## config.mk

```make
export PLATFORM = sky130hd
export DESIGN_NAME = ppte_mul
export DESIGN_NICKNAME = d
export VERILOG_FILES = /design/src/rtl/core/ppte_pkg.sv /design/src/rtl/core/ppte_mul.sv
export SDC_FILE = /design/constraint.sdc
export NUM_CORES = 2
export LEC_CHECK = 0
export BUFFER_PORTS_ARGS = -buffer_cell sky130_fd_sc_hd__buf_2
export CORE_ASPECT_RATIO = 0.8
export CORE_MARGIN = 10
export CORE_UTILIZATION = 55
export CTS_CLUSTER_DIAMETER = 100
export CTS_CLUSTER_SIZE = 10
export DETAILED_ROUTE_END_ITERATION = 16
export PLACE_DENSITY = 0.84
export SETUP_SLACK_MARGIN = 0.15
export SYNTH_ARGS = -nofsm -noshare
export SYNTH_HDL_FRONTEND = slang
export SYNTH_SLANG_ARGS = --single-unit
```

## constraint.sdc

```tcl
create_clock -name clk_i -period 19 [get_ports clk_i]
set_clock_uncertainty 0.05 [all_clocks]
set_input_delay 3.8 -clock clk_i [delete_from_list [all_inputs] [get_ports clk_i]]
set_output_delay 3.8 -clock clk_i [all_outputs]
set_load 0.005 [all_outputs]
```

## src/rtl/core/ppte_pkg.sv

```systemverilog
// ----------------------------------------------------------------------------
// ppte_pkg: shared types, constants and helpers
// Widths, reset values and saturation helpers for the per-point time line
// estimator and its arithmetic units.
// ----------------------------------------------------------------------------
package ppte_pkg;

  localparam int unsigned COUNT_WIDTH_DEF = 24;
  localparam int unsigned TIME_W          = 32;
  localparam int unsigned WEIGHT_W        = 16;
  localparam int unsigned ACC_W           = 64;
  localparam int unsigned WIDE_W          = 2 * ACC_W;
  localparam int unsigned EST_W           = 48;
  localparam int unsigned ROOT_W          = ACC_W / 2;
  localparam int unsigned N3_W            = 48;
  localparam int unsigned NUM_ACC         = 6;
  localparam int unsigned IDX_W           = $clog2(NUM_ACC);

  localparam logic [WEIGHT_W-1:0] WEIGHT_RESET = 16'd3277;
  localparam logic [ACC_W-1:0]    ACC_RESET    = 64'd42950;
  localparam logic [TIME_W-1:0]   ZERO_TIME    = 32'd1;
  localparam int unsigned         ZERO_COUNT   = 100;

  localparam logic [ACC_W-1:0] EST_MAX     = 64'h0000_7FFF_FFFF_FFFF;
  localparam logic [ACC_W-1:0] EST_MIN_MAG = 64'h0000_8000_0000_0000;
  localparam logic [ACC_W-1:0] TERM_MAX    = 64'h7FFF_FFFF_FFFF_FFFF;

  // accumulator slots: a, b, c, d, e, f of the quadratic form
  localparam logic [IDX_W-1:0] ACC_XX    = 3'd0;
  localparam logic [IDX_W-1:0] ACC_YY    = 3'd1;
  localparam logic [IDX_W-1:0] ACC_XY    = 3'd2;
  localparam logic [IDX_W-1:0] ACC_X_LIN = 3'd3;
  localparam logic [IDX_W-1:0] ACC_Y_LIN = 3'd4;
  localparam logic [IDX_W-1:0] ACC_CONST = 3'd5;

  function automatic logic [ACC_W-1:0] abs64(input logic [ACC_W-1:0] x);
    return x[ACC_W-1] ? -x : x;
  endfunction

  function automatic logic [WIDE_W-1:0] abs128(input logic [WIDE_W-1:0] x);
    return x[WIDE_W-1] ? -x : x;
  endfunction

  // magnitude quotient to signed Q32.16 with saturation
  function automatic logic [EST_W-1:0] sat_est(input logic [WIDE_W-1:0] q, input logic neg);
    logic [EST_W-1:0] r;
    if (neg) begin
      if (q[WIDE_W-1:ACC_W] != '0 || q[ACC_W-1:0] > EST_MIN_MAG) r = EST_MIN_MAG[EST_W-1:0];
      else r = -q[EST_W-1:0];
    end else begin
      if (q[WIDE_W-1:ACC_W] != '0 || q[ACC_W-1:0] > EST_MAX) r = EST_MAX[EST_W-1:0];
      else r = q[EST_W-1:0];
    end
    return r;
  endfunction

endpackage

```

## src/rtl/core/ppte_mul.sv

```systemverilog
// ----------------------------------------------------------------------------
// ppte_mul: iterative unsigned multiplier
// Full W x W product built from four half-width partial products.
// ----------------------------------------------------------------------------
module ppte_mul #(
  parameter int unsigned W = ppte_pkg::ACC_W
) (
  input  logic           clk_i,
  input  logic           rst_ni,
  input  logic           start_i,
  input  logic [W-1:0]   a_i,
  input  logic [W-1:0]   b_i,
  output logic           done_o,
  output logic [2*W-1:0] prod_o
);
  localparam int unsigned HW = W / 2;
  localparam int unsigned PW = 2 * W;
  localparam logic [2:0]  LAST = 3'd4;

  logic [W-1:0]  a_q, b_q, pp_q;
  logic [PW-1:0] acc_q;
  logic [2:0]    cnt_q, cm1;
  logic          busy_q, done_q;
  logic [HW-1:0] a_part, b_part;
  logic [PW-1:0] pp_sh;

  always_comb begin
    a_part = cnt_q[1] ? a_q[W-1:HW] : a_q[HW-1:0];
    b_part = cnt_q[0] ? b_q[W-1:HW] : b_q[HW-1:0];
    cm1    = cnt_q - 3'd1;
    case (cm1[1:0])
      2'd0:    pp_sh = PW'(pp_q);
      2'd3:    pp_sh = PW'(pp_q) << W;
      default: pp_sh = PW'(pp_q) << HW;
    endcase
  end

  always_ff @(posedge clk_i or negedge rst_ni) begin
    if (!rst_ni) begin
      a_q    <= '0;
      b_q    <= '0;
      pp_q   <= '0;
      acc_q  <= '0;
      cnt_q  <= '0;
      busy_q <= 1'b0;
      done_q <= 1'b0;
    end else begin
      done_q <= 1'b0;
      if (start_i) begin
        a_q    <= a_i;
        b_q    <= b_i;
        acc_q  <= '0;
        cnt_q  <= '0;
        busy_q <= 1'b1;
      end else if (busy_q) begin
        if (cnt_q != LAST) pp_q <= a_part * b_part;
        if (cnt_q != 3'd0) acc_q <= acc_q + pp_sh;
        if (cnt_q == LAST) begin
          busy_q <= 1'b0;
          done_q <= 1'b1;
        end else begin
          cnt_q <= cnt_q + 3'd1;
        end
      end
    end
  end

  assign done_o = done_q;
  assign prod_o = acc_q;

endmodule

```

==> metrics.txt <==
vias per cell=around 6.3; DR pass1 iterations=6; post-synthesis sequential area ratio=between 10 and 15%; asr flop ratio synth=100%; CP Class=register to register; num rows=just over 100; status=completed; crit end category=register; Synth Warn #=0; first-pass GRT wire length=roughly 300 mm; Die W=~370 µm; FF+latch count, synth=around 330; vias in the first global route=48,700; top-area cell type share of the netlist area=around 33%; CTS Root Cell=clkbuf_16; M2 GR Usage=~50%; CTS resizes=0; CORE AREA=roughly 100,000 µm²; starting density of the core=55.3%; CTS tree=done; Final TNS setup=0 ns; Hold Crit Start=prod_o[20]; GR Overflow Total=0; initial antenna violation count=18; port bufs=259; WP data required=~19 ns; commonest non-fill, non-tap cell in the layout=inv_1; relative slew slack=between 10% and 20%; Synth area leaders=fa_1, dfrtp_1, ha_1; htree depth=2; hold_buf cts=0; max cap viols=0; Yosys cell types=82; worst slew pin tran=about 1.2 ns; Post-DP HPWL=approximately 160 mm; area grow syn2layout=6.97%; worst r2r src=cnt_q[0]; Remaining DRCs=0; most frequent cells in the layout=inv_1, fa_1, nand2_1; cell taking the most area after synthesis=fa_1; type of origin of the critical path=register; met3 usage=between 10 and 15%; Syn Nets=7,643; die height=~300 µm; die area=~110,000 µm²; Hold Path Class=register to register; Hold Violations, Final=0; fin crit share=between 50% and 60%; Final GP Congestion=just over 1; Post-Synthesis Cells=6,222; Fillers=roughly 8,400; vias=between 40,000 and 50,000; clock buffer depth=3; setup repair bufs after CTS=0; final setup violation count=0; final antenna-violating net count=0; Post-Route WL=199 mm; RSZ-0062 raised after global routing=no; layout cells sized above 1=a little over a tenth; Clock Latency Late Sink=0.63 ns; # IOs=260; busiest grt layer=met2; critical path arrival=~10 ns; Layout Nets=roughly 7,700; Clock Pin Slew Worst Setup and Hold Paths=around 0.07 ns; Mean Syn Cell Area=~8.7 µm²; Max Fclk=~100 MHz; Final Critical Period=slightly below 10 ns; EDFF count, synth=0; crit path from=cnt_q[0]; largest net degree at the start of global routing=between 100 and 150; Tot GR Track Use=35.4%; Final Max Slew Viols=0; ys flop type=dfrtp_1; met1 usage=between 40 and 50%; Worst Path Max Fanout=36; Num CTS Buffers=41; CTS sink count=325; routed len/inst=26.2 µm; Syn Std Cell Area=54,400 µm²; Initial DRC Count=slightly below 6,000
## metal layers
metal / up-vias / routed length [µm]
li1: 19900 / -
met1: 23600 / 74600
met2: 3452 / 81700
met3: 803 / 31300
met4: 12 / 11600
met5: - / 140
## worst paths after layout
kind | end | slack, ns | depth (start not counted)
max | pp_q[59] | 9.19 | 27
min | prod_o[20] | 0.46 | 2
max reg2reg | pp_q[59] | 9.19 | 27
min reg2reg | prod_o[20] | 0.46 | 2
max in group asynchronous | a_q[48] | 13.65 | 3
min in group asynchronous | prod_o[55] | 3.11 | 1
## cell type report
class | count | area, µm² | area share [%]
multi-input combinational | 4632 | 41700 | 71.7
sequential | 325 | 8140 | 14.0
inverter | 946 | 3550 | 6.10
timing repair buffer | 342 | 1940 | 3.33
tap | 1312 | 1640 | 2.82
clock buffer | 45 | 1040 | 1.79
clock inverter | 8 | 113 | 0.194
antenna | 9 | 22.5 | 0.0387
## kinds of logic after synthesis
kind of cell / share of synthesized area [%]
mux: 5.21
xor+xnor: 2.88
simple gates: 14.8
compound gates: 11.4
buf+inv: 8.75
flops: 14.9
fa+ha+maj: 42.0
## cells in the mapped netlist, drive strengths merged (49+ instances only)
cell and count:
ha 393, xnor2 99, mux2i 67, and2 75
fa 897, xor2 80, dfrtp 325, a21oi 268
clkbuf 287, nand2 849, o21ai 337, nor2 707
nand4 83, mux2 192, a21o 120, nand2b 49
inv 946
## critical path, stage by stage, from the launching register on
cell,delay [ns]
dfrtp_4,0.89
buf_4,0.67
mux2i_2,0.63
buf_4,0.38
nor2_1,0.09
fa_1,0.47
fa_1,0.52
inv_1,0.05
fa_1,0.45
fa_1,0.49
fa_1,0.54
inv_1,0.05
fa_1,0.46
fa_1,0.49
inv_1,0.06
fa_1,0.48
inv_1,0.04
ha_1,0.36
and4_1,0.28
nand3_1,0.13
o211ai_1,0.24
a21oi_2,0.10
o31a_1,0.42
o31ai_4,0.38
a21boi_2,0.20
a2111oi_2,0.44
nor3_1,0.08
o31ai_1,0.22
## per-stage QoR
step / area (µm²) / utilization, % / hold slack [ns] / instances / setup slack, ns
after floorplan: 54400 / - / 0.427 / 6222 / 10.28
after global placement: 57000 / 57.9 / 0.445 / 7557 / 9.46
after detailed placement: 57000 / 57.9 / 0.450 / 7557 / 9.35
after CTS: 58200 / 59.1 / 0.463 / 7610 / 9.30
after global routing: 58200 / 59.1 / 0.492 / 7616 / 8.80
final: 58200 / 59.1 / 0.461 / 7619 / 9.19
## registers in the layout (all words and copies together), names as in the netlist
name	count
cnt_q	3
a_q	64
b_q	64
done_o	1
pp_q	64
prod_o	128
busy_q	1
Power is not shown: default switching activity piles up to over one toggle a cycle in this logic, so the estimate is an artifact.
