[src/rtl/core/ppte_pkg.sv]
// ----------------------------------------------------------------------------
// ppte_pkg: shared types, constants and helpers
// Widths, reset values and saturation helpers for the per-point time line
// estimator and its arithmetic units.
// ----------------------------------------------------------------------------
package ppte_pkg;

  localparam int unsigned COUNT_WIDTH_DEF = 24;
  localparam int unsigned TIME_W          = 32;
  localparam int unsigned WEIGHT_W        = 16;
  localparam int unsigned ACC_W           = 64;
  localparam int unsigned WIDE_W          = 2 * ACC_W;
  localparam int unsigned EST_W           = 48;
  localparam int unsigned ROOT_W          = ACC_W / 2;
  localparam int unsigned N3_W            = 48;
  localparam int unsigned NUM_ACC         = 6;
  localparam int unsigned IDX_W           = $clog2(NUM_ACC);

  localparam logic [WEIGHT_W-1:0] WEIGHT_RESET = 16'd3277;
  localparam logic [ACC_W-1:0]    ACC_RESET    = 64'd42950;
  localparam logic [TIME_W-1:0]   ZERO_TIME    = 32'd1;
  localparam int unsigned         ZERO_COUNT   = 100;

  localparam logic [ACC_W-1:0] EST_MAX     = 64'h0000_7FFF_FFFF_FFFF;
  localparam logic [ACC_W-1:0] EST_MIN_MAG = 64'h0000_8000_0000_0000;
  localparam logic [ACC_W-1:0] TERM_MAX    = 64'h7FFF_FFFF_FFFF_FFFF;

  // accumulator slots: a, b, c, d, e, f of the quadratic form
  localparam logic [IDX_W-1:0] ACC_XX    = 3'd0;
  localparam logic [IDX_W-1:0] ACC_YY    = 3'd1;
  localparam logic [IDX_W-1:0] ACC_XY    = 3'd2;
  localparam logic [IDX_W-1:0] ACC_X_LIN = 3'd3;
  localparam logic [IDX_W-1:0] ACC_Y_LIN = 3'd4;
  localparam logic [IDX_W-1:0] ACC_CONST = 3'd5;

  function automatic logic [ACC_W-1:0] abs64(input logic [ACC_W-1:0] x);
    return x[ACC_W-1] ? -x : x;
  endfunction

  function automatic logic [WIDE_W-1:0] abs128(input logic [WIDE_W-1:0] x);
    return x[WIDE_W-1] ? -x : x;
  endfunction

  // magnitude quotient to signed Q32.16 with saturation
  function automatic logic [EST_W-1:0] sat_est(input logic [WIDE_W-1:0] q, input logic neg);
    logic [EST_W-1:0] r;
    if (neg) begin
      if (q[WIDE_W-1:ACC_W] != '0 || q[ACC_W-1:0] > EST_MIN_MAG) r = EST_MIN_MAG[EST_W-1:0];
      else r = -q[EST_W-1:0];
    end else begin
      if (q[WIDE_W-1:ACC_W] != '0 || q[ACC_W-1:0] > EST_MAX) r = EST_MAX[EST_W-1:0];
      else r = q[EST_W-1:0];
    end
    return r;
  endfunction

endpackage

[src/rtl/core/ppte_sqrt.sv]
// ----------------------------------------------------------------------------
// ppte_sqrt: digit-by-digit integer square root
// Floor square root, one result bit per cycle.
// ----------------------------------------------------------------------------
module ppte_sqrt #(
  parameter int unsigned W = ppte_pkg::ACC_W
) (
  input  logic           clk_i,
  input  logic           rst_ni,
  input  logic           start_i,
  input  logic [W-1:0]   v_i,
  output logic           done_o,
  output logic [W/2-1:0] root_o
);
  localparam int unsigned RW = W / 2;
  localparam int unsigned CW = $clog2(RW);

  logic [W-1:0]    v_q;
  logic [RW+1:0]   rem_q, rs, trial;
  logic [RW-1:0]   root_q;
  logic [CW-1:0]   cnt_q;
  logic            busy_q, done_q, ge;

  always_comb begin
    rs    = {rem_q[RW-1:0], v_q[W-1:W-2]};
    trial = {root_q, 2'b01};
    ge    = rs >= trial;
  end

  always_ff @(posedge clk_i or negedge rst_ni) begin
    if (!rst_ni) begin
      v_q    <= '0;
      rem_q  <= '0;
      root_q <= '0;
      cnt_q  <= '0;
      busy_q <= 1'b0;
      done_q <= 1'b0;
    end else begin
      done_q <= 1'b0;
      if (start_i) begin
        v_q    <= v_i;
        rem_q  <= '0;
        root_q <= '0;
        cnt_q  <= '0;
        busy_q <= 1'b1;
      end else if (busy_q) begin
        rem_q  <= ge ? rs - trial : rs;
        root_q <= {root_q[RW-2:0], ge};
        v_q    <= v_q << 2;
        cnt_q  <= cnt_q + 1'b1;
        if (cnt_q == CW'(RW - 1)) begin
          busy_q <= 1'b0;
          done_q <= 1'b1;
        end
      end
    end
  end

  assign done_o = done_q;
  assign root_o = root_q;

endmodule

[config.mk]
export PLATFORM = sky130hd
export DESIGN_NAME = ppte_sqrt
export DESIGN_NICKNAME = d
export VERILOG_FILES = /design/src/rtl/core/ppte_pkg.sv /design/src/rtl/core/ppte_sqrt.sv
export SDC_FILE = /design/constraint.sdc
export NUM_CORES = 1
export LEC_CHECK = 0
export BUFFER_PORTS_ARGS = -buffer_cell sky130_fd_sc_hd__buf_2
export CORE_ASPECT_RATIO = 2
export CORE_UTILIZATION = 60
export DETAILED_ROUTE_END_ITERATION = 7
export PLACE_DENSITY = 0.87
export SLEW_MARGIN = 0
export SYNTH_ARGS = -nofsm -noshare
export SYNTH_HDL_FRONTEND = slang
export SYNTH_SLANG_ARGS = --single-unit
[constraint.sdc]
create_clock -name clk_i -period 5.4 [get_ports clk_i]
set_clock_uncertainty 0.2 [all_clocks]
set_input_delay 0.27 -clock clk_i [delete_from_list [all_inputs] [get_ports clk_i]]
set_output_delay 0.27 -clock clk_i [all_outputs]
set_load 0.03 [all_outputs]
==> results of run 1 <==
-- stage by stage --
stage | hold WS, ns | utilization | instance area (um2)
floorplan | -0.226 | - | 7880
global placement | 0.224 | 0.660 | 8380
detailed placement | 0.223 | 0.660 | 8380
CTS | 0.322 | 0.756 | 9600
global route | 0.371 | 0.756 | 9600
finish | 0.302 | 0.756 | 9600
-- power by group --
part / switching (mW) / internal [mW]
logic: 1.31 / 0.954
clock network: 0.504 / 0.618
registers: 0.113 / 1.15
total: 1.93 / 2.72
-- what timing repair did --
item,in CTS,in global routing
hold endpoints to repair,160,0
setup endpoints to repair,0,0
gates resized for setup,0,0
hold buffers,65,0
-- layer usage --
layer | vias up | wire length (um) | GRT usage
li1 | 3239 | - | -
met3 | 97 | 865 | 0.0673
met1 | 3337 | 7450 | 0.320
met5 | - | 0 | 0
met2 | 225 | 11300 | 0.604
met4 | 0 | 1100 | 0.191
-- critical path, delay by kind of cell, from the launching register on --
kind                     cells  cell delay, ns
AO/OA/AOI/OAI                5            1.91
flip-flops                   1            0.39
multiplexers                 1            0.08
buffers and inverters        1            0.06
adder cells (fa/ha/maj)      1            0.37
AND/OR/NAND/NOR              3            0.62
-- area by class of cell --
type	count	area [um2]
Multi-Input combinational cell	618	4120
Sequential cell	135	3380
Fill cell	816	3100
Timing Repair Buffer	168	1180
Clock buffer	18	439
Tap cell	150	188
Inverter	43	161
Clock inverter	14	130
-- layout by cell type, fill, tap and decap left out, types with 13 or more instances in the layout --
cell	instances
buf_2	97
inv_1	43
dfrtp_1	134
dlygate4sd3_1	65
a311oi_1	13
clkbuf_16	17
nand2_1	121
a21oi_1	33
a21o_1	17
xnor2_1	17
ha_1	36
mux2i_1	104
o21ai_0	84
nor2_1	77
-- state kept, by name, summed over array words and instances, names as in the netlist --
name and cells:
v_q 64, rem_q 32, root_o 32, cnt_q 5, busy_q 1, done_o 1
-- worst paths after layout --
kind,start,to,cells after the start
setup / recovery,root_o[0],rem_q[10],11
hold / removal,rst_ni,root_o[9],2
setup reg to reg,root_o[0],rem_q[10],11
hold reg to reg,cnt_q[3],cnt_q[3],2
max in group asynchronous,rst_ni,busy_q,3
min in group clk_i,start_i,root_o[12],2
-- cells by family after synthesis --
logic type / after synthesis
flip-flops: 135
multiplexers: 104
buffers and inverters: 97
AND/OR/NAND/NOR: 244
adder cells (fa/ha/maj): 36
AO/OA/AOI/OAI: 206
XOR/XNOR: 28
==> reports/qor.yml, run 1 <==
slowest_delay_ns: 0.87
final_antenna_net_count: 0
clock_sinks: 135
cts_root_buf: "clkbuf_16"
cts.path.max_buffers: 2
synth.cell_area_mm2: 0.00788
numCtsBuffers: 17
cp_cell_sequence: "inv_1 > ha_1 > nor2b_4 > o31a_1 > o31a_1 > a211oi_4 > a22oi_2 > o21bai_2 > or3_1 > mux2i_1 > nor4_2"
slew_viol_final: 0
grt_max_degree: 126
p_total_mw: 4.65
syn-num-nets: 953
rsz0062_at_grt: "false"
cp-end-kind: "register"
yosysUniqueCellTypes: 61
cts.reportedPaths.clkPinSlew_ns: 0.07
synth-main-ff-cell: "dfrtp_1"
grt_pass1_vias: 7329
layout_min_cycle_time_ns: 3.74
core.rowCount: 58
tns_ns: 0
gp_congestion: 0.939
hold_path_class: "in -> async"
nNetsFinal: 1086
relSlewSlack: 0.271
synthMuxAreaShare: 0.132
clk_latency_ns: 0.43
synth_top_family_by_area: "compound AO/OA/AOI/OAI gates"
cpMostUsedCell: "o31a_1"
ys_seq_area_frac: 0.429
drt-total-wl_um: 20700
synth_edf_count: 0
htree_levels: 4
worst_slew_pin_slew_ns: 1.09
die_w_um: 83.1
async_flop_share: 1.00
antenna_cells: 0
io_pins: 100
vias_per_cell: 6.02
synthSimpleGateAreaFrac: 0.134
dp_hpwl_um: 11700
worst-setup-path-type: "reg -> reg"
finalSetupViolCount: 0
reg2reg_slack_ns: 1.66
ys_ff_latch: 135
yosys.area.top_type_share: 0.429
layout_setup_ws_ns: 1.66
synth_compound_area_frac: 0.168
maxCapViolations: 0
timing.fmax_ghz: 0.267
finalHoldViolCount: 0
worstPathRequired_ns: 5.53
critPathMaxFanout: 21
fin_cells: 1146
avgSynthCellArea_um2: 9.28
synth_fa_ha_area_frac: 0.0571
dr.pass1.iters: 5
yosysWarnings: 0
powerDensity_mw_per_mm2: 484
p_leak_nw: 5.17
overflow: 0
post_drt_wl_per_cell_um: 18.1
startpoint_type: "register"
die_y_um: 164
track_usage: 0.321
drc: 0
fp.dieArea_mm2: 0.0136
pre_cts_ws_ns: 1.72
synth_most_common_cell: "dfrtp_1"
grt_first_pass_wirelength_um: 34300
num_vias: 6898
status: "finished clean"
fp.coreArea_mm2: 0.0127
final_layout_size_suffix_gt1_frac: 0.152
cts_tree: "done"
yosysTopAreaCell: "dfrtp_1"
crit_path_top_delay_cell: "o21bai_2"
synthTopCellsByCount: "dfrtp_1, nand2_1, mux2i_1, o21ai_0, nor2_1"
ir_drop_mv: 0.385
area_growth_pct: 21.8
arrival_ns: 3.87
drtIter0Drc: 395
synth_xor_area_frac: 0.0311
period_share: 0.693
cts_setup_buffers: 0
place_inst: 1049
antenna_found_initial: 0
synth_area_leaders: "dfrtp_1, mux2i_1, nand2_1"
port-buffer-count: 99
synthesis.instances: 850
initial_core_util: 0.621
Note: power is estimated with default switching activity, not from simulation.
==> run 2, diff against run 1 <==
--- a/config.mk
+++ b/config.mk
@@ -7,9 +7,9 @@
 export LEC_CHECK = 0
 export BUFFER_PORTS_ARGS = -buffer_cell sky130_fd_sc_hd__buf_2
 export CORE_ASPECT_RATIO = 2
-export CORE_UTILIZATION = 60
+export CORE_UTILIZATION = 53
 export DETAILED_ROUTE_END_ITERATION = 7
-export PLACE_DENSITY = 0.87
+export PLACE_DENSITY = 0.82
 export SLEW_MARGIN = 0
 export SYNTH_ARGS = -nofsm -noshare
 export SYNTH_HDL_FRONTEND = slang
==> constraint.sdc (replaced) <==
create_clock -name clk_i -period 3.02 [get_ports clk_i]
set_clock_uncertainty 0.2 [all_clocks]
set_input_delay 0.151 -clock clk_i [delete_from_list [all_inputs] [get_ports clk_i]]
set_output_delay 0.151 -clock clk_i [all_outputs]
set_load 0.03 [all_outputs]
==> run 2 against run 1 <==
Compared with the run above: flip-flop and latch count is the same; register-to-register slack worse by 1.7 ns; first-iteration DRC count up 33%; via count up 5.5%; worst setup slack worse by 1.7 ns; clock power increased by 70%; highest routed layer unchanged; combinational power increased by 140%; fmax increased by 23%; utilization decreased by 3.5 points; die area rose by 13%; the run now ends with setup timing left.
==> reports/qor.yml, run 2 (synthesis gave the netlist of run 1 again) <==
relSlewSlack: 0.394
worst_slew_pin_slew_ns: 0.910
die_y_um: 174
largest_register_ffs: 64
tns_ns: -0.0176
cts_tree: "done"
p_leak_nw: 5.53
core.rowCount: 62
initial_core_util: 0.546
timing.fmax_ghz: 0.329
clock_sinks: 135
slew_viol_final: 0
layout_setup_ws_ns: -0.0176
slowest_delay_ns: 0.40
cts.reportedPaths.clkPinSlew_ns: 0.06
powerDensity_mw_per_mm2: 913
whs_ns: 0.101
status: "complete, but fails checks"
cp-end-kind: "register"
num_vias: 7275
final_antenna_net_count: 0
cts.path.max_buffers: 2
numCtsBuffers: 17
finalSetupViolCount: 1
clkPwrFrac: 0.200
final_common_cell: "dfrtp_1"
worst-setup-path-type: "reg -> reg"
dr.pass1.iters: 5
rsz0062_at_grt: "true"
fp.dieArea_mm2: 0.0154
layout_min_cycle_time_ns: 3.04
cpMostUsedCell: "o31a_1"
grt_pass1_vias: 7397
swShare: 0.396
arrival_ns: 3.07
pre_cts_ws_ns: -0.0834
area_growth_pct: 32.1
io_pins: 100
dp_hpwl_um: 13000
maxCapViolations: 0
p_sw_mw: 3.76
comb_power_share: 0.562
track_usage: 0.295
drc: 0
p_int_mw: 5.74
post_drt_wl_per_cell_um: 17.5
final_cell_mix: "dfrtp_1, nand2_1, mux2i_1, buf_2, o21ai_0"
cp_cell_sequence: "inv_2 > ha_4 > nor2b_4 > o31a_1 > o31a_1 > or3_4 > a31oi_4 > nor4_4 > o41a_1 > nand2_1 > a311oi_2"
finalHoldViolCount: 0
hold_path_class: "in -> reg"
cts_root_buf: "clkbuf_16"
grt_first_pass_wirelength_um: 34700
drt-total-wl_um: 21900
startpoint_type: "register"
period_share: 1.01
fp.coreArea_mm2: 0.0144
die_w_um: 88.2
overflow: 0
ir_drop_mv: 0.635
min_from: "start_i"
r2r_start: "root_o[0]"
grt_max_degree: 161
fin_cells: 1253
critPathLaunch: "root_o[0]"
vias_per_cell: 5.81
gp_congestion: 0.926
worstPathRequired_ns: 3.06
regMostFlops: "v_q"
htree_levels: 4
port-buffer-count: 99
place_inst: 1144
antenna_cells: 0
nNetsFinal: 1152
drtIter0Drc: 524
pwr-share-seq: 0.237
antenna_found_initial: 0
clk_latency_ns: 0.42
crit_path_top_delay_cell: "dfrtp_2"
final_layout_size_suffix_gt1_frac: 0.235
final_core_util: 0.722
violations: "setup timing"
critPathMaxFanout: 3
[run 2: layer usage]
metal  vias up  share of wire  global-route usage
li1       3367              -                   -
met1      3554           0.36               0.319
met2       272           0.56               0.523
met3        82          0.039              0.0518
met4         0          0.045               0.165
met5         -              0                   0
[run 2: power by group through the flow]
stage | logic (mW) | clock network (mW) | registers (mW)
6_report | 5.34 | 1.90 | 2.26
5_1_grt | 5.77 | 2.00 | 2.27
4_1_cts | 4.60 | 1.90 | 2.23
3_5_place_dp | 4.47 | 0 | 2.25
3_3_place_gp | 4.38 | 0 | 2.25
2_1_floorplan | 3.17 | 0 | 2.23
[run 2: path summary, 6_finish.rpt]
kind	slack, ns	cells after the start	to
setup / recovery	-0.02	11	rem_q[24]
hold / removal	0.10	2	cnt_q[2]
setup reg to reg	-0.02	11	rem_q[24]
hold reg to reg	0.36	2	cnt_q[1]
max in group asynchronous	1.72	3	v_q[56]
min in group asynchronous	0.16	2	v_q[34]
[run 2: layout make-up]
type                       instances  area [um2]
clock buffer                      20         457
clock inverter                    11        76.3
fill                            1017        4020
inverter                          43         161
multi-input combinational        618        4350
sequential                       135        3380
tap                              192         240
timing repair buffer             234        1740
[run 2: metrics by stage]
step	power, mW	instance area [um2]
floorplan	5.40	7900
global placement	6.62	8890
detailed placement	6.72	8890
CTS	8.73	10100
global route	10.0	10400
finish	9.50	10400
[run 2: repair_timing]
| action | 4_1_cts | 5_1_grt |
|---|---|---|
| hold buffers | 65 | 0 |
| setup buffers | 0 | 13 |
| setup endpoints to repair | 15 | 33 |
| pin swaps | 0 | 13 |
| hold endpoints to repair | 147 | 0 |
| gates resized for setup | 3 | 45 |
[run 2: critical path: cells and delay by family, from the launching register on]
kind                     cells  cell delay [ns]
AO/OA/AOI/OAI                5             1.28
AND/OR/NAND/NOR              4             0.70
flip-flops                   1             0.40
adder cells (fa/ha/maj)      1             0.20
buffers and inverters        1             0.07
==> run 3, diff against run 2 <==
==> constraint.sdc (replaced) <==
create_clock -name clk_i -period 2.6 [get_ports clk_i]
set_clock_uncertainty 0.2 [all_clocks]
set_input_delay 0.13 -clock clk_i [delete_from_list [all_inputs] [get_ports clk_i]]
set_output_delay 0.13 -clock clk_i [all_outputs]
set_load 0.03 [all_outputs]
==> run 3 against run 2 <==
Compared with the run above: the run still ends with setup timing left; worst setup slack got worse by 0.39 ns; sequential power rose by 15%; routed wire length rose by 23%; combinational power rose by 53%; non-clock buffer count rose by 114; fmax rose by 1.1%; count of clock-buffer cells in the layout fell by 1; via count rose by 11%; utilization rose by 7.8 points; largest cell class unchanged.
==> reports/qor.yml, run 3 (synthesis gave the netlist of run 1 again) <==
numCtsBuffers: 17
p_sw_mw: 5.32
swShare: 0.406
cts_tree: "done"
r2r_end: "rem_q[18]"
r2r_start: "root_o[0]"
grt_busiest_layer: "met2"
cts.path.max_buffers: 2
die_w_um: 88.2
final_common_cell: "buf_4"
clkPwrFrac: 0.180
period_share: 1.16
violations: "setup timing"
dr.pass1.iters: 7
final_layout_size_suffix_gt1_frac: 0.326
worstPathRequired_ns: 2.69
grt.met3_usage: 0.0579
num-fill-cells: 824
p_leak_nw: 6.16
drtIter0Drc: 513
comb_power_share: 0.622
whs_ns: 0.0795
htree_levels: 4
reg2reg_slack_ns: -0.41
fin_cells: 1374
cts.reportedPaths.clkPinSlew_ns: 0.06
cts_root_buf: "clkbuf_16"
overflow: 0
clock_sinks: 135
dp_hpwl_um: 14400
finalSetupViolCount: 33
grt_pass1_vias: 8339
layout_setup_ws_ns: -0.405
final_antenna_net_count: 0
num_vias: 8104
core.rowCount: 62
drc: 0
slew_viol_final: 0
place_inst: 1241
cp_cell_sequence: "inv_2 > ha_4 > nor2b_4 > o31a_1 > o31a_1 > buf_6 > a211oi_4 > a22oi_2 > buf_4 > o21ba_4 > mux2i_2 > a211oi_2"
cp-end-kind: "register"
regMostFlops: "v_q"
met1_usage: 0.360
drt-total-wl_um: 27000
relSlewSlack: 0.489
initial_core_util: 0.546
final_cell_mix: "buf_4, dfrtp_1, nand2_1, mux2i_1, buf_2"
status: "complete, but fails checks"
worst_slew_pin_slew_ns: 0.766
startpoint_type: "register"
maxCapViolations: 0
fp.dieArea_mm2: 0.0154
antenna_found_initial: 2
nNetsFinal: 1270
crit_path_top_delay_cell: "dfrtp_2"
cpMostUsedCell: "o31a_1"
rsz0062_at_grt: "true"
grt_first_pass_wirelength_um: 40800
layout_min_cycle_time_ns: 3.01
hold_path_class: "in -> async"
largest_register_ffs: 64
critPathMaxFanout: 6
slowest_delay_ns: 0.40
track_usage: 0.353
port-buffer-count: 99
grt_max_degree: 124
met2_usage: 0.633
ir_drop_mv: 0.713
p_int_mw: 7.79
post_drt_wl_per_cell_um: 19.7
vias_per_cell: 5.90
gp_congestion: 0.894
pwr-share-seq: 0.197
arrival_ns: 3.09
fp.coreArea_mm2: 0.0144
critPathLaunch: "root_o[0]"
powerDensity_mw_per_mm2: 1140
reg2reg_depth: 12
finalHoldViolCount: 0
worst-setup-path-type: "reg -> reg"
clk_latency_ns: 0.43
die_y_um: 174
area_growth_pct: 46.4
io_pins: 100
timing.fmax_ghz: 0.333
run 3: changes by cell type in the layout (fill, tap and decap cells not counted), moves of 3 or more:
cell	before	now
ha_1	25	29
a311oi_2	1	7
o21ba_4	1	5
dfrtp_1	132	122
a311oi_1	13	7
buf_4	64	158
nand2_2	1	6
nand2_1	120	113
dlygate4sd3_1	65	76
dfrtp_2	2	12
buf_6	4	13
ha_2	4	1
run 3: timing repair:
action | 4_1_cts | 5_1_grt
hold endpoints to repair | 204 | 0
buffers inserted | 13 | 5
pin swaps | 22 | 28
hold buffers | 77 | 0
resized for setup | 31 | 49
setup endpoints to repair | 33 | 33
gates cloned | 5 | 0
run 3: layer usage:
| metal | vias to the layer above | routed length (um) |
|---|---|---|
| met5 | - | 0 |
| met4 | 0 | 2090 |
| met3 | 172 | 1310 |
| met2 | 384 | 14600 |
| met1 | 3924 | 9030 |
| li1 | 3624 | - |
run 3: how the worst max path moves through the flow:
stage	slack, ns	end	cells after the start
after floorplan	-0.33	rem_q[24]	11
after global placement	-0.41	rem_q[24]	12
after detailed placement	-0.52	rem_q[24]	12
after CTS	-0.36	rem_q[24]	11
after global routing	-0.56	rem_q[3]	12
final	-0.41	rem_q[18]	12
run 3: power by group through the flow:
stage	registers (mW)	clock network [mW]	logic [mW]
3_5_place_dp	2.58	0	5.77
5_1_grt	2.60	2.46	8.59
4_1_cts	2.55	2.36	7.02
3_3_place_gp	2.57	0	5.65
6_report	2.59	2.37	8.16
2_1_floorplan	2.59	0	3.85
run 3: final cells by class:
type,count,area [um2],area share
multi-input cells,622,4520,0.391
diodes,2,5.00,0.000434
clock buffers,19,453,0.0392
well taps,192,240,0.0208
inverters,43,161,0.0140
repair buffers,348,2650,0.230
flip-flops and latches,135,3400,0.294
clock inverters,13,118,0.0102
run 3: stage by stage:
stage	TNS, ns	power [mW]	instance area, um2	utilization	worst slack, ns
after global routing	-15.94	13.7	11500	0.800	-0.557
final	-11.29	13.1	11500	0.800	-0.405
after global placement	-10.22	8.23	9640	0.668	-0.409
after detailed placement	-13.22	8.36	9640	0.668	-0.522
after CTS	-9.53	11.9	11300	0.781	-0.365
after floorplan	-7.73	6.44	7960	-	-0.326
run 3: critical path: cells and delay by family, from the launching register on:
| family | cells | cell delay (ns) |
|---|---|---|
| compound gates | 6 | 1.30 |
| fa+ha+maj | 1 | 0.20 |
| buf+inv | 3 | 0.36 |
| flops | 1 | 0.40 |
| mux | 1 | 0.26 |
| simple gates | 1 | 0.13 |
