File: src/rtl/core/ppte_pkg.sv
// ----------------------------------------------------------------------------
// ppte_pkg: shared types, constants and helpers
// Widths, reset values and saturation helpers for the per-point time line
// estimator and its arithmetic units.
// ----------------------------------------------------------------------------
package ppte_pkg;

  localparam int unsigned COUNT_WIDTH_DEF = 24;
  localparam int unsigned TIME_W          = 32;
  localparam int unsigned WEIGHT_W        = 16;
  localparam int unsigned ACC_W           = 64;
  localparam int unsigned WIDE_W          = 2 * ACC_W;
  localparam int unsigned EST_W           = 48;
  localparam int unsigned ROOT_W          = ACC_W / 2;
  localparam int unsigned N3_W            = 48;
  localparam int unsigned NUM_ACC         = 6;
  localparam int unsigned IDX_W           = $clog2(NUM_ACC);

  localparam logic [WEIGHT_W-1:0] WEIGHT_RESET = 16'd3277;
  localparam logic [ACC_W-1:0]    ACC_RESET    = 64'd42950;
  localparam logic [TIME_W-1:0]   ZERO_TIME    = 32'd1;
  localparam int unsigned         ZERO_COUNT   = 100;

  localparam logic [ACC_W-1:0] EST_MAX     = 64'h0000_7FFF_FFFF_FFFF;
  localparam logic [ACC_W-1:0] EST_MIN_MAG = 64'h0000_8000_0000_0000;
  localparam logic [ACC_W-1:0] TERM_MAX    = 64'h7FFF_FFFF_FFFF_FFFF;

  // accumulator slots: a, b, c, d, e, f of the quadratic form
  localparam logic [IDX_W-1:0] ACC_XX    = 3'd0;
  localparam logic [IDX_W-1:0] ACC_YY    = 3'd1;
  localparam logic [IDX_W-1:0] ACC_XY    = 3'd2;
  localparam logic [IDX_W-1:0] ACC_X_LIN = 3'd3;
  localparam logic [IDX_W-1:0] ACC_Y_LIN = 3'd4;
  localparam logic [IDX_W-1:0] ACC_CONST = 3'd5;

  function automatic logic [ACC_W-1:0] abs64(input logic [ACC_W-1:0] x);
    return x[ACC_W-1] ? -x : x;
  endfunction

  function automatic logic [WIDE_W-1:0] abs128(input logic [WIDE_W-1:0] x);
    return x[WIDE_W-1] ? -x : x;
  endfunction

  // magnitude quotient to signed Q32.16 with saturation
  function automatic logic [EST_W-1:0] sat_est(input logic [WIDE_W-1:0] q, input logic neg);
    logic [EST_W-1:0] r;
    if (neg) begin
      if (q[WIDE_W-1:ACC_W] != '0 || q[ACC_W-1:0] > EST_MIN_MAG) r = EST_MIN_MAG[EST_W-1:0];
      else r = -q[EST_W-1:0];
    end else begin
      if (q[WIDE_W-1:ACC_W] != '0 || q[ACC_W-1:0] > EST_MAX) r = EST_MAX[EST_W-1:0];
      else r = q[EST_W-1:0];
    end
    return r;
  endfunction

endpackage

File: src/rtl/core/ppte_div.sv
// ----------------------------------------------------------------------------
// ppte_div: restoring divider
// One quotient bit per cycle; quotient and remainder held after done.
// ----------------------------------------------------------------------------
module ppte_div #(
  parameter int unsigned W = ppte_pkg::WIDE_W
) (
  input  logic         clk_i,
  input  logic         rst_ni,
  input  logic         start_i,
  input  logic [W-1:0] num_i,
  input  logic [W-1:0] den_i,
  output logic         done_o,
  output logic [W-1:0] quot_o,
  output logic [W-1:0] rem_o
);
  localparam int unsigned CW = $clog2(W);

  logic [W-1:0]  r_q, nq_q, d_q;
  logic [CW-1:0] cnt_q;
  logic          busy_q, done_q;
  logic [W:0]    rs, diff;
  logic          ge;

  always_comb begin
    rs   = {r_q, nq_q[W-1]};
    diff = rs - {1'b0, d_q};
    ge   = rs >= {1'b0, d_q};
  end

  always_ff @(posedge clk_i or negedge rst_ni) begin
    if (!rst_ni) begin
      r_q    <= '0;
      nq_q   <= '0;
      d_q    <= '0;
      cnt_q  <= '0;
      busy_q <= 1'b0;
      done_q <= 1'b0;
    end else begin
      done_q <= 1'b0;
      if (start_i) begin
        r_q    <= '0;
        nq_q   <= num_i;
        d_q    <= den_i;
        cnt_q  <= '0;
        busy_q <= 1'b1;
      end else if (busy_q) begin
        r_q   <= ge ? diff[W-1:0] : rs[W-1:0];
        nq_q  <= {nq_q[W-2:0], ge};
        cnt_q <= cnt_q + 1'b1;
        if (cnt_q == CW'(W - 1)) begin
          busy_q <= 1'b0;
          done_q <= 1'b1;
        end
      end
    end
  end

  assign done_o = done_q;
  assign quot_o = nq_q;
  assign rem_o  = r_q;

endmodule

File: config.mk
export PLATFORM = sky130hd
export DESIGN_NAME = ppte_div
export DESIGN_NICKNAME = d
export VERILOG_FILES = /design/src/rtl/core/ppte_pkg.sv /design/src/rtl/core/ppte_div.sv
export SDC_FILE = /design/constraint.sdc
export NUM_CORES = 1
export LEC_CHECK = 0
export CELL_PAD_IN_SITES_DETAIL_PLACEMENT = 1
export CELL_PAD_IN_SITES_GLOBAL_PLACEMENT = 2
export CORE_ASPECT_RATIO = 1.2
export CORE_MARGIN = 4
export CORE_UTILIZATION = 41
export DETAILED_ROUTE_END_ITERATION = 8
export DONT_BUFFER_PORTS = 1
export GPL_TIMING_DRIVEN = 0
export PLACE_DENSITY = 0.84
export REMOVE_ABC_BUFFERS = 1
export SYNTH_ARGS = -nofsm -noshare
export SYNTH_HDL_FRONTEND = slang
export SYNTH_SLANG_ARGS = --single-unit
export TNS_END_PERCENT = 30
File: constraint.sdc
create_clock -name clk_i -period 5.2 [get_ports clk_i]
set_clock_uncertainty 0.15 [all_clocks]
set_input_delay 1.04 -clock clk_i [delete_from_list [all_inputs] [get_ports clk_i]]
set_output_delay 1.04 -clock clk_i [all_outputs]
set_load 0.02 [all_outputs]
==> reports/metrics.csv, run 1 <==
metric,value,unit
outcome,finished with violations,
violated checks,max-slew violations,
share of the synthesized area in the top cell type,38.4,%
GR met2 Demand/Resource,48.9,%
worst skew pair latency,590,ps
Max Root-Sink Buffers,3,
Die Ht,282,µm
Port Buffers,0,
"Primary FF master, synth",dfrtp_1,
gr busiest metal,met2,
Pre-antenna DRT Iters,5,
Max-cap violations,0,
vias in the first global route,24104,
Critical Path Start Type,flip-flop,
width of the die,236,µm
drt total wl,91300,µm
n_diodes,0,
Leak Pwr,13.3,nW
largest net degree at the start of global routing,618,
final core occ,44.7,%
ys async rst share,100,%
final slew viol count,84,
Final Hold Fails,0,
synth top area cells,"dfrtp_1, o21ai_0, nand2_1",
via-per-instance ratio,5.87,
Slew @ Worst Pin,1600,ps
post-placement cell count,3753,
CP Max Fanout,17,
share of layout cells above drive strength 1,4.57,%
Final period util,94.6,%
starting DRC count in detailed routing,1113,
sequential area share after synthesis,38.4,%
CTS buffer count,45,
clock root cell,clkbuf_16,
CP Data Required Time,5540,ps
clk sinks,393,
PD cells,278,nW/µm²
initial core utilization,41.3,%
Cell variety after synth,90,
H-tree depth,2,
Netlist Area Pre-Place,25600,µm²
Cell Rows,100,
RSZ-0062 raised after global routing,no,
core box area,61900,µm²
f_max,0.203,GHz
grt met1 use,30.8,%
Arrival @ worst endpoint,5260,ps
#FFs+latches synth,393,
clock slew at reported path FFs,60,ps
design area,27700,µm²
Post-CTS Setup Repair Bufs,0,
nature of the critical path endpoint,flip-flop,
synthesized area per cell,8.23,µm²
CTS tree,done,
Final Setup Violations,0,
IO Pins,516,
M3 GR Usage,6.82,%
dpl hpwl,68400,µm
Slew HR,-6.49,%
DP Area,26100,µm²
Layout fillers,7384,
hold slack,62.1,ps
Non-Filler Instances,3834,
Die Area,66500,µm²
Mapped Cells,3111,
crit path kind,flip-flop to flip-flop,
Yosys top cell by area,dfrtp_1,
initial antenna violation count,2,
detail-routed net length per standard cell,23.8,µm
GR Util All Layers,26.6,%
Post-synth EDFFs,0,
Hold WC Path Type,primary input to asynchronous set/reset pin,
DR vias,22510,
RePlAce Congestion,0.902,
Routed Antenna Nets,0,
minimum clock period after layout,4920,ps
DRC,0,
area growth from synthesis to layout,8.13,%
first-pass GRT wire length,142000,µm
Layout Nets,3375,
total gr overflow,0,
maximum vdd ir drop,0.000278,V
YS warnings,0,
final cells by class:
type	count	area [µm²]	area share, %
clock buffers	60	1240	4.49
clock inverters	19	235	0.850
inverters	177	664	2.40
multi-input cells	2350	14300	51.8
flip-flops and latches	393	9840	35.5
well taps	816	1020	3.69
repair buffers	19	337	1.22
worst max-delay path, cell delays in order, from the launching register on:
cell and delay (ps):
dfrtp_1 530, ha_1 450, a21oi_1 240, o21ai_0 240
a21oi_2 240, o21ai_0 110, nor3_1 320, a22oi_4 170
o21a_1 220, nor2_1 420, o21bai_4 310, buf_12 270
nor2_1 840, a22oi_1 160, o21ai_0 140
layer usage:
metal	share of wire [%]	vias to the layer above
met5	0.0099	-
met4	2.8	2
met3	6.5	147
met2	51	559
met1	39	11132
li1	-	10670
flip-flops by register name, summed over array words and instances, names as in the netlist:
signal,cells
d_q,128
quot_o,128
rem_o,128
cnt_q,7
busy_q,1
done_o,1
power breakdown:
group	leakage, nW	internal, W	switching (W)
sequential	5.02	0.00324	0.000272
clock	0.716	0.00189	0.00136
combinational	7.55	0.000329	0.000607
total	13.3	0.00546	0.00224
cells by family (layout without fill, tap and decap cells):
logic type / Yosys count / count (layout) / synth area share (%)
compound gates: 1022 / 1022 / 24.0
simple gates: 924 / 924 / 15.4
flops: 393 / 393 / 38.4
buf+inv: 368 / 275 / 5.66
mux: 154 / 154 / 6.04
fa+ha+maj: 130 / 130 / 6.38
xor+xnor: 120 / 120 / 4.11
placed cells by master (no fill, tap or decap), types with 43 or more instances in the layout:
cell type  netlist  routed
clkbuf_16        0      45
mux2i_1        151     151
nand4_1         73      73
a211oi_1        67      67
nand2_1        463     463
a21oi_1        280     280
o21ai_0        385     384
ha_1           129     129
inv_1          176     176
dfrtp_1        393     392
o21bai_1        45      45
nor2_1         258     256
a21o_1          48      48
xnor2_1         77      77
xor2_1          43      43
final timing paths:
path,from,slack [ps],depth (start not counted),end
setup / recovery,rem_o[63]$_DFFE_PN0P_,280,14,rem_o[93]$_DFFE_PN0P_
hold / removal,rst_ni,60,0,d_q[58]$_DFFE_PN0P_
setup reg to reg,rem_o[63]$_DFFE_PN0P_,280,14,rem_o[93]$_DFFE_PN0P_
hold reg to reg,d_q[41]$_DFFE_PN0P_,400,2,d_q[41]$_DFFE_PN0P_
max in group asynchronous,rst_ni,4080,0,d_q[85]$_DFFE_PN0P_
min in group clk_i,d_q[41]$_DFFE_PN0P_,400,2,d_q[41]$_DFFE_PN0P_
through the flow:
step | setup WS [ps] | setup TNS (ps) | power (W)
floorplan | -5540 | -798900 | 0.00418
global placement | -15590 | -1832450 | 0.00443
detailed placement | -89.0 | -99.9 | 0.00447
CTS | 123 | 0 | 0.00780
global route | 39.6 | 0 | 0.00806
finish | 278 | 0 | 0.00770
synth_stat cells (all sizes together) (8+ instances only):
master and n:
nand2 465, o21a 15, mux2i 151, o21ai 424, nand2b 12, a21o 48
xor2 43, inv 177, a211oi 74, nor4 9, clkbuf 150, ha 129
nand3 21, nor2 258, buf 41, o211ai 21, a311oi 11, xnor2 77
a21oi 284, and3 11, a22oi 10, o21bai 46, o31ai 10, a21boi 15
nand4 75, nor3 39, a31oi 8, dfrtp 393
what timing repair did:
item                                   CTS  global route
endpoints found under the hold margin   28             0
hold buffers                             2             0
pin swaps                                0             0
gates resized for setup                  2             1
setup endpoints to repair                2             1
(Power assumes the default switching activity.)
==> inputs of run 2 (changes only) <==
==> constraint.sdc (replaced) <==
create_clock -name clk_i -period 5.2 [get_ports clk_i]
set_clock_uncertainty 0.15 [all_clocks]
set_input_delay 0.78 -clock clk_i [delete_from_list [all_inputs] [get_ports clk_i]]
set_output_delay 0.78 -clock clk_i [all_outputs]
set_load 0.02 [all_outputs]
==> run 2 against run 1 <==
- largest cell class unchanged
- critical path type unchanged
- design area fell by 0.17%
- worst setup slack got worse by 4.1 ps
- hold slack got worse by 310 ps
- via count barely moved
- the run ends with negative hold slack, max-slew violations left
- core utilization fell by 0.077 points
- highest routed layer unchanged
- combinational power fell by 2.9%
==> reports/metrics.csv, run 2 (same netlist as run 1, synthesis figures left out) <==
metric,value,unit,change
Max Root-Sink Buffers,3,,unchanged
Cell Rows,100,,unchanged
initial core utilization,41.3,%,unchanged
Port Buffers,0,,unchanged
core box area,61900,µm²,unchanged
via-per-instance ratio,5.87,,about the same
Slew @ Worst Pin,2330,ps,was 1600 ps
DRC,0,,unchanged
minimum clock period after layout,4930,ps,was 4920 ps
dpl hpwl,68400,µm,unchanged
GR Util All Layers,26.4,%,was 26.6%
Leak Pwr,13.3,nW,about the same
setup tns final,0,ps,unchanged
first-pass GRT wire length,141000,µm,was 142000 µm
initial antenna violation count,2,,unchanged
width of the die,236,µm,unchanged
CP Max Fanout,6,,was 17
Critical Path Start Type,flip-flop,,unchanged
crit-path cells,"inv_1, ha_1, fa_1, nand2b_1, a21oi_1, o21bai_1, a21oi_1, nor2_1, o311ai_2, a21oi_1, o31a_1, o21ai_1, xor2_1, mux2i_1, a211oi_1",,"was ha_1, a21oi_1, o21ai_0, a21oi_2, o21ai_0, nor3_1, a22oi_4, o21a_1, nor2_1, o21bai_4, buf_12, nor2_1, a22oi_1, o21ai_0"
starting DRC count in detailed routing,1225,,was 1113
clk sinks,393,,unchanged
Non-Filler Instances,3832,,was 3834
final slew viol count,281,,was 84
Slew HR,-55.2,%,was -6.49%
IO Pins,516,,unchanged
detail-routed net length per standard cell,23.7,µm,was 23.8 µm
total gr overflow,0,,unchanged
post-placement cell count,3753,,unchanged
vias in the first global route,24062,,was 24104
n_diodes,0,,unchanged
"slowest stage delay, CP",540,ps,was 840 ps
Final Setup Violations,0,,unchanged
RSZ-0062 raised after global routing,no,,unchanged
DR vias,22493,,was 22510
Routed Antenna Nets,0,,unchanged
Pre-antenna DRT Iters,5,,unchanged
Final Hold Fails,120,,was 0
largest net degree at the start of global routing,618,,unchanged
gr busiest metal,met2,,unchanged
H-tree depth,2,,unchanged
f_max,0.203,GHz,about the same
violated checks,"negative hold slack, max-slew violations",,was max-slew violations
GR met2 Demand/Resource,48.8,%,was 48.9%
Hold WC Path Type,primary input to asynchronous set/reset pin,,unchanged
CTS buffer count,45,,unchanged
hold slack,-252,ps,was 62.1 ps
CTS tree,done,,unchanged
area growth from synthesis to layout,7.95,%,was 8.13%
maximum vdd ir drop,0.000279,V,was 0.000278 V
RePlAce Congestion,0.902,,unchanged
grt met1 use,30.6,%,was 30.8%
Layout Nets,3373,,was 3375
share of layout cells above drive strength 1,4.51,%,was 4.57%
"most common cell after layout, fill and taps aside",nand2_1,,unchanged
clock slew at reported path FFs,60,ps,about the same
most frequent cells in the layout,"nand2_1, dfrtp_1, o21ai_0, a21oi_1, nor2_1",,unchanged
Post-CTS Setup Repair Bufs,0,,unchanged
final core occ,44.6,%,was 44.7%
drt total wl,90900,µm,was 91300 µm
CP most frequent cell,a21oi_1,,was o21ai_0
M3 GR Usage,6.82,%,unchanged
worst skew pair latency,590,ps,about the same
PD cells,278,nW/µm²,about the same
slowest CP cell,dfrtp_1,,was nor2_1
crit path kind,flip-flop to flip-flop,,unchanged
Final period util,94.7,%,was 94.6%
Die Ht,282,µm,unchanged
nature of the critical path endpoint,flip-flop,,unchanged
clock root cell,clkbuf_16,,unchanged
Max-cap violations,0,,unchanged
Arrival @ worst endpoint,5250,ps,was 5260 ps
Die Area,66500,µm²,unchanged
outcome,finished with violations,,unchanged
CP Data Required Time,5520,ps,was 5540 ps
==> run 2: metrics by stage <==
step	total power [W]	setup slack (ps)	cell area [µm²]	hold slack [ps]
after global routing	0.00803	39.6	27600	-277
after detailed placement	0.00447	-89.0	26100	352
after CTS	0.00777	123	27600	-280
final	0.00767	274	27600	-252
after global placement	0.00443	-15590	25800	351
after floorplan	0.00418	-5540	24800	334
==> run 2: timing repair <==
action,in CTS,in global routing
endpoints found under the hold margin,393,393
gates resized for setup,2,1
endpoints found under the setup margin,2,1
==> run 2: final timing paths <==
check,start,cells after the start,slack (ps),end
hold / removal,rst_ni,0,-250,d_q[44]$_DFFE_PN0P_
max in group asynchronous,rst_ni,0,3310,rem_o[16]$_DFFE_PN0P_
setup / recovery,quot_o[127]$_DFFE_PN0P_,15,270,rem_o[96]$_DFFE_PN0P_
setup reg to reg,quot_o[127]$_DFFE_PN0P_,15,270,rem_o[96]$_DFFE_PN0P_
hold reg to reg,d_q[41]$_DFFE_PN0P_,2,400,d_q[41]$_DFFE_PN0P_
min in group clk_i,start_i,1,160,quot_o[10]$_DFFE_PN0P_
==> run 2: layer usage <==
layer	part of all wire, %	vias to the layer above
met3	6.5	144
li1	-	10660
met4	2.8	2
met1	39	11109
met2	51	578
met5	0.0099	-
==> run 2: power by group <==
part / leakage (nW) / internal (W) / switching [W]
logic: 7.53 / 0.000325 / 0.000584
clock network: 0.716 / 0.00189 / 0.00136
registers: 5.02 / 0.00324 / 0.000272
==> run 2: layout make-up <==
type,instances,area [µm²]
fillers,7390,34300
multi-input cells,2350,14300
flip-flops and latches,393,9840
clock buffers,60,1240
well taps,816,1020
inverters,177,664
repair buffers,17,289
clock inverters,19,235
==> run 2: worst max-delay path, delay by kind of cell (launching register included) <==
family	cells	cell delay, ps
xor+xnor	1	210
mux	1	100
fa+ha+maj	2	650
buf+inv	1	90
simple gates	2	390
compound gates	8	2650
flops	1	540
==> inputs of run 3 (changes only) <==
==> constraint.sdc (replaced) <==
create_clock -name clk_i -period 5.2 [get_ports clk_i]
set_clock_uncertainty 0.15 [all_clocks]
set_input_delay 0.26 -clock clk_i [delete_from_list [all_inputs] [get_ports clk_i]]
set_output_delay 0.26 -clock clk_i [all_outputs]
set_load 0.02 [all_outputs]
==> run 3 against run 2 <==
- the flow still finishes with violations (negative hold slack, max-slew violations)
- worst setup slack worse by 210 ps
- hold slack worse by 520 ps
- via count rose by 20%
- critical path depth down 1
- combinational power rose by 71%
- sequential cell count unchanged
- global-route usage grew 7.5 points
- die area stayed put
- sequential share of layout area shrank 6.7 points
- wire length up 36%
- fmax is 4.0% lower
- critical path type unchanged
- critical endpoint is now rem_o[107]$_DFFE_PN0P_
- largest power group unchanged
==> reports/metrics.csv, run 3 (same netlist as run 1, synthesis figures left out) <==
metric,value,unit,change
worst skew pair latency,600,ps,was 590 ps
Final Hold Fails,393,,was 120
detail-routed net length per standard cell,27.5,µm,was 23.7 µm
Final Setup Violations,0,,unchanged
clock root cell,clkbuf_16,,unchanged
switching pwr,0.00269,W,was 0.00222 W
Non-Filler Instances,4479,,was 3832
Register-to-Register Setup Slack,70,ps,was 270 ps
share of layout cells above drive strength 1,3.86,%,was 4.51%
cell internal pwr,0.00584,W,was 0.00545 W
maximum vdd ir drop,0.000235,V,was 0.000279 V
Clk network pwr share,39.9,%,was 42.3%
DR vias,27015,,was 22493
RePlAce Congestion,0.902,,unchanged
Flop pwr share,41.9,%,was 45.8%
GR Util All Layers,33.9,%,was 26.4%
H-tree depth,2,,unchanged
CP Launch Point,rem_o[15]$_DFFE_PN0P_,,was quot_o[127]$_DFFE_PN0P_
Slew HR,-5.61,%,was -55.2%
Total Power,0.00853,W,was 0.00767 W
total gr overflow,0,,unchanged
CTS buffer count,45,,unchanged
hold slack,-772,ps,was -252 ps
starting DRC count in detailed routing,1671,,was 1225
Max-cap violations,0,,unchanged
Leak Pwr,15.8,nW,was 13.3 nW
"most common cell after layout, fill and taps aside",dlygate4sd3_1,,was nand2_1
Comb pwr share,18.2,%,was 11.8%
Die Ht,282,µm,unchanged
Reg2Reg Depth,14,,was 15
Layout Nets,4009,,was 3373
RSZ-0062 raised after global routing,yes,,was no
Hold WC Path Type,primary input to asynchronous set/reset pin,,unchanged
Slew @ Worst Pin,1580,ps,was 2330 ps
r2r startpoint,rem_o[15]$_DFFE_PN0P_,,was quot_o[127]$_DFFE_PN0P_
violated checks,"negative hold slack, max-slew violations",,unchanged
Arrival @ worst endpoint,5500,ps,was 5250 ps
drt total wl,123000,µm,was 90900 µm
nature of the critical path endpoint,flip-flop,,unchanged
initial antenna violation count,12,,was 2
Port Buffers,0,,unchanged
width of the die,236,µm,unchanged
first-pass GRT wire length,178000,µm,was 141000 µm
Cell Rows,100,,unchanged
Max Root-Sink Buffers,3,,unchanged
crit path kind,flip-flop to flip-flop,,unchanged
Routed Antenna Nets,0,,unchanged
Pre-antenna DRT Iters,6,,was 5
DRC,0,,unchanged
area growth from synthesis to layout,33.1,%,was 7.95%
vias in the first global route,29416,,was 24062
final slew viol count,64,,was 281
post-placement cell count,3753,,unchanged
largest net degree at the start of global routing,394,,was 618
initial core utilization,41.3,%,unchanged
CP Data Required Time,5570,ps,was 5520 ps
dpl hpwl,68400,µm,unchanged
worst reg2reg endpoint,rem_o[107]$_DFFE_PN0P_,,was rem_o[96]$_DFFE_PN0P_
CTS tree,done,,unchanged
core box area,61900,µm²,unchanged
Net Sw Frac,31.5,%,was 28.9%
Post-CTS Setup Repair Bufs,0,,unchanged
PD cells,250,nW/µm²,was 278 nW/µm²
most frequent cells in the layout,"dlygate4sd3_1, nand2_1, dfrtp_1, o21ai_0, a21oi_1",,"was nand2_1, dfrtp_1, o21ai_0, a21oi_1, nor2_1"
Die Area,66500,µm²,unchanged
CP Max Fanout,6,,unchanged
IO Pins,516,,unchanged
via-per-instance ratio,6.03,,was 5.87
minimum clock period after layout,5130,ps,was 4930 ps
f_max,0.195,GHz,was 0.203 GHz
outcome,finished with violations,,unchanged
Critical Path Start Type,flip-flop,,unchanged
Final period util,98.7,%,was 94.7%
final core occ,55.0,%,was 44.6%
clk sinks,393,,unchanged
hold_buf cts,636,,
clock slew at reported path FFs,60,ps,about the same
## run 3: metal layers
metal | share of wire (%) | vias to the layer above | GRT usage [%]
met2 | 50 | 1214 | 61.3
met3 | 7.2 | 471 | 8.15
met4 | 6.5 | 4 | 16.9
met1 | 36 | 13392 | 37.3
met5 | 0.036 | - | 0
li1 | - | 11934 | -
## run 3: final cells by class
type,count,area (µm²)
fill,7103,27900
multi-input combinational,2350,14400
sequential,393,9840
timing repair buffer,653,6670
clock buffer,60,1240
tap,816,1020
inverter,177,664
clock inverter,19,235
antenna,11,27.5
## run 3: worst max-delay path, stage by stage, from the launching register on
cell and delay [ps]:
dfrtp_1 490, ha_1 430, a21oi_1 370, o21ai_0 230, a21oi_1 380, o21bai_1 220
o31ai_2 390, a21oi_2 200, a221oi_4 520, o311ai_2 260, a21boi_1 330, xnor2_1 160
nand2_1 120, a311oi_2 240, dlygate4sd3_1 580
## run 3: worst max path at each step
stage	slack [ps]	depth (start not counted)	to
after floorplan	-5540	3	rem_o[108]$_DFFE_PN0P_
after global placement	-15590	3	rem_o[111]$_DFFE_PN0P_
after detailed placement	-90	15	rem_o[96]$_DFFE_PN0P_
after CTS	100	14	rem_o[107]$_DFFE_PN0P_
after global routing	-70	14	rem_o[101]$_DFFE_PN0P_
final	70	14	rem_o[107]$_DFFE_PN0P_
## run 3: what timing repair did
item,4_1_cts,5_1_grt
gates resized for setup,2,6
endpoints found under the setup margin,2,6
endpoints found under the hold margin,752,393
cloned,0,0
## run 3: power by group through the flow
stage	registers, W	clock network, W	logic (W)
floorplan	0.00351	0	0.000677
global placement	0.00356	0	0.000868
detailed placement	0.00357	0	0.000901
CTS	0.00352	0.00334	0.00139
global route	0.00358	0.00356	0.00167
finish	0.00357	0.00340	0.00155
## run 3: through the flow
stage                     setup slack, ps  hold slack, ps  instance area [µm²]   TNS, ps
after global placement             -15590            -169                25800  -1832450
final                                68.5            -772                34100         0
after detailed placement            -89.0            -168                26100     -99.9
after floorplan                     -5540            -186                24800   -798900
after global routing                -67.2            -801                34100      -118
after CTS                            99.9            -800                34000         0
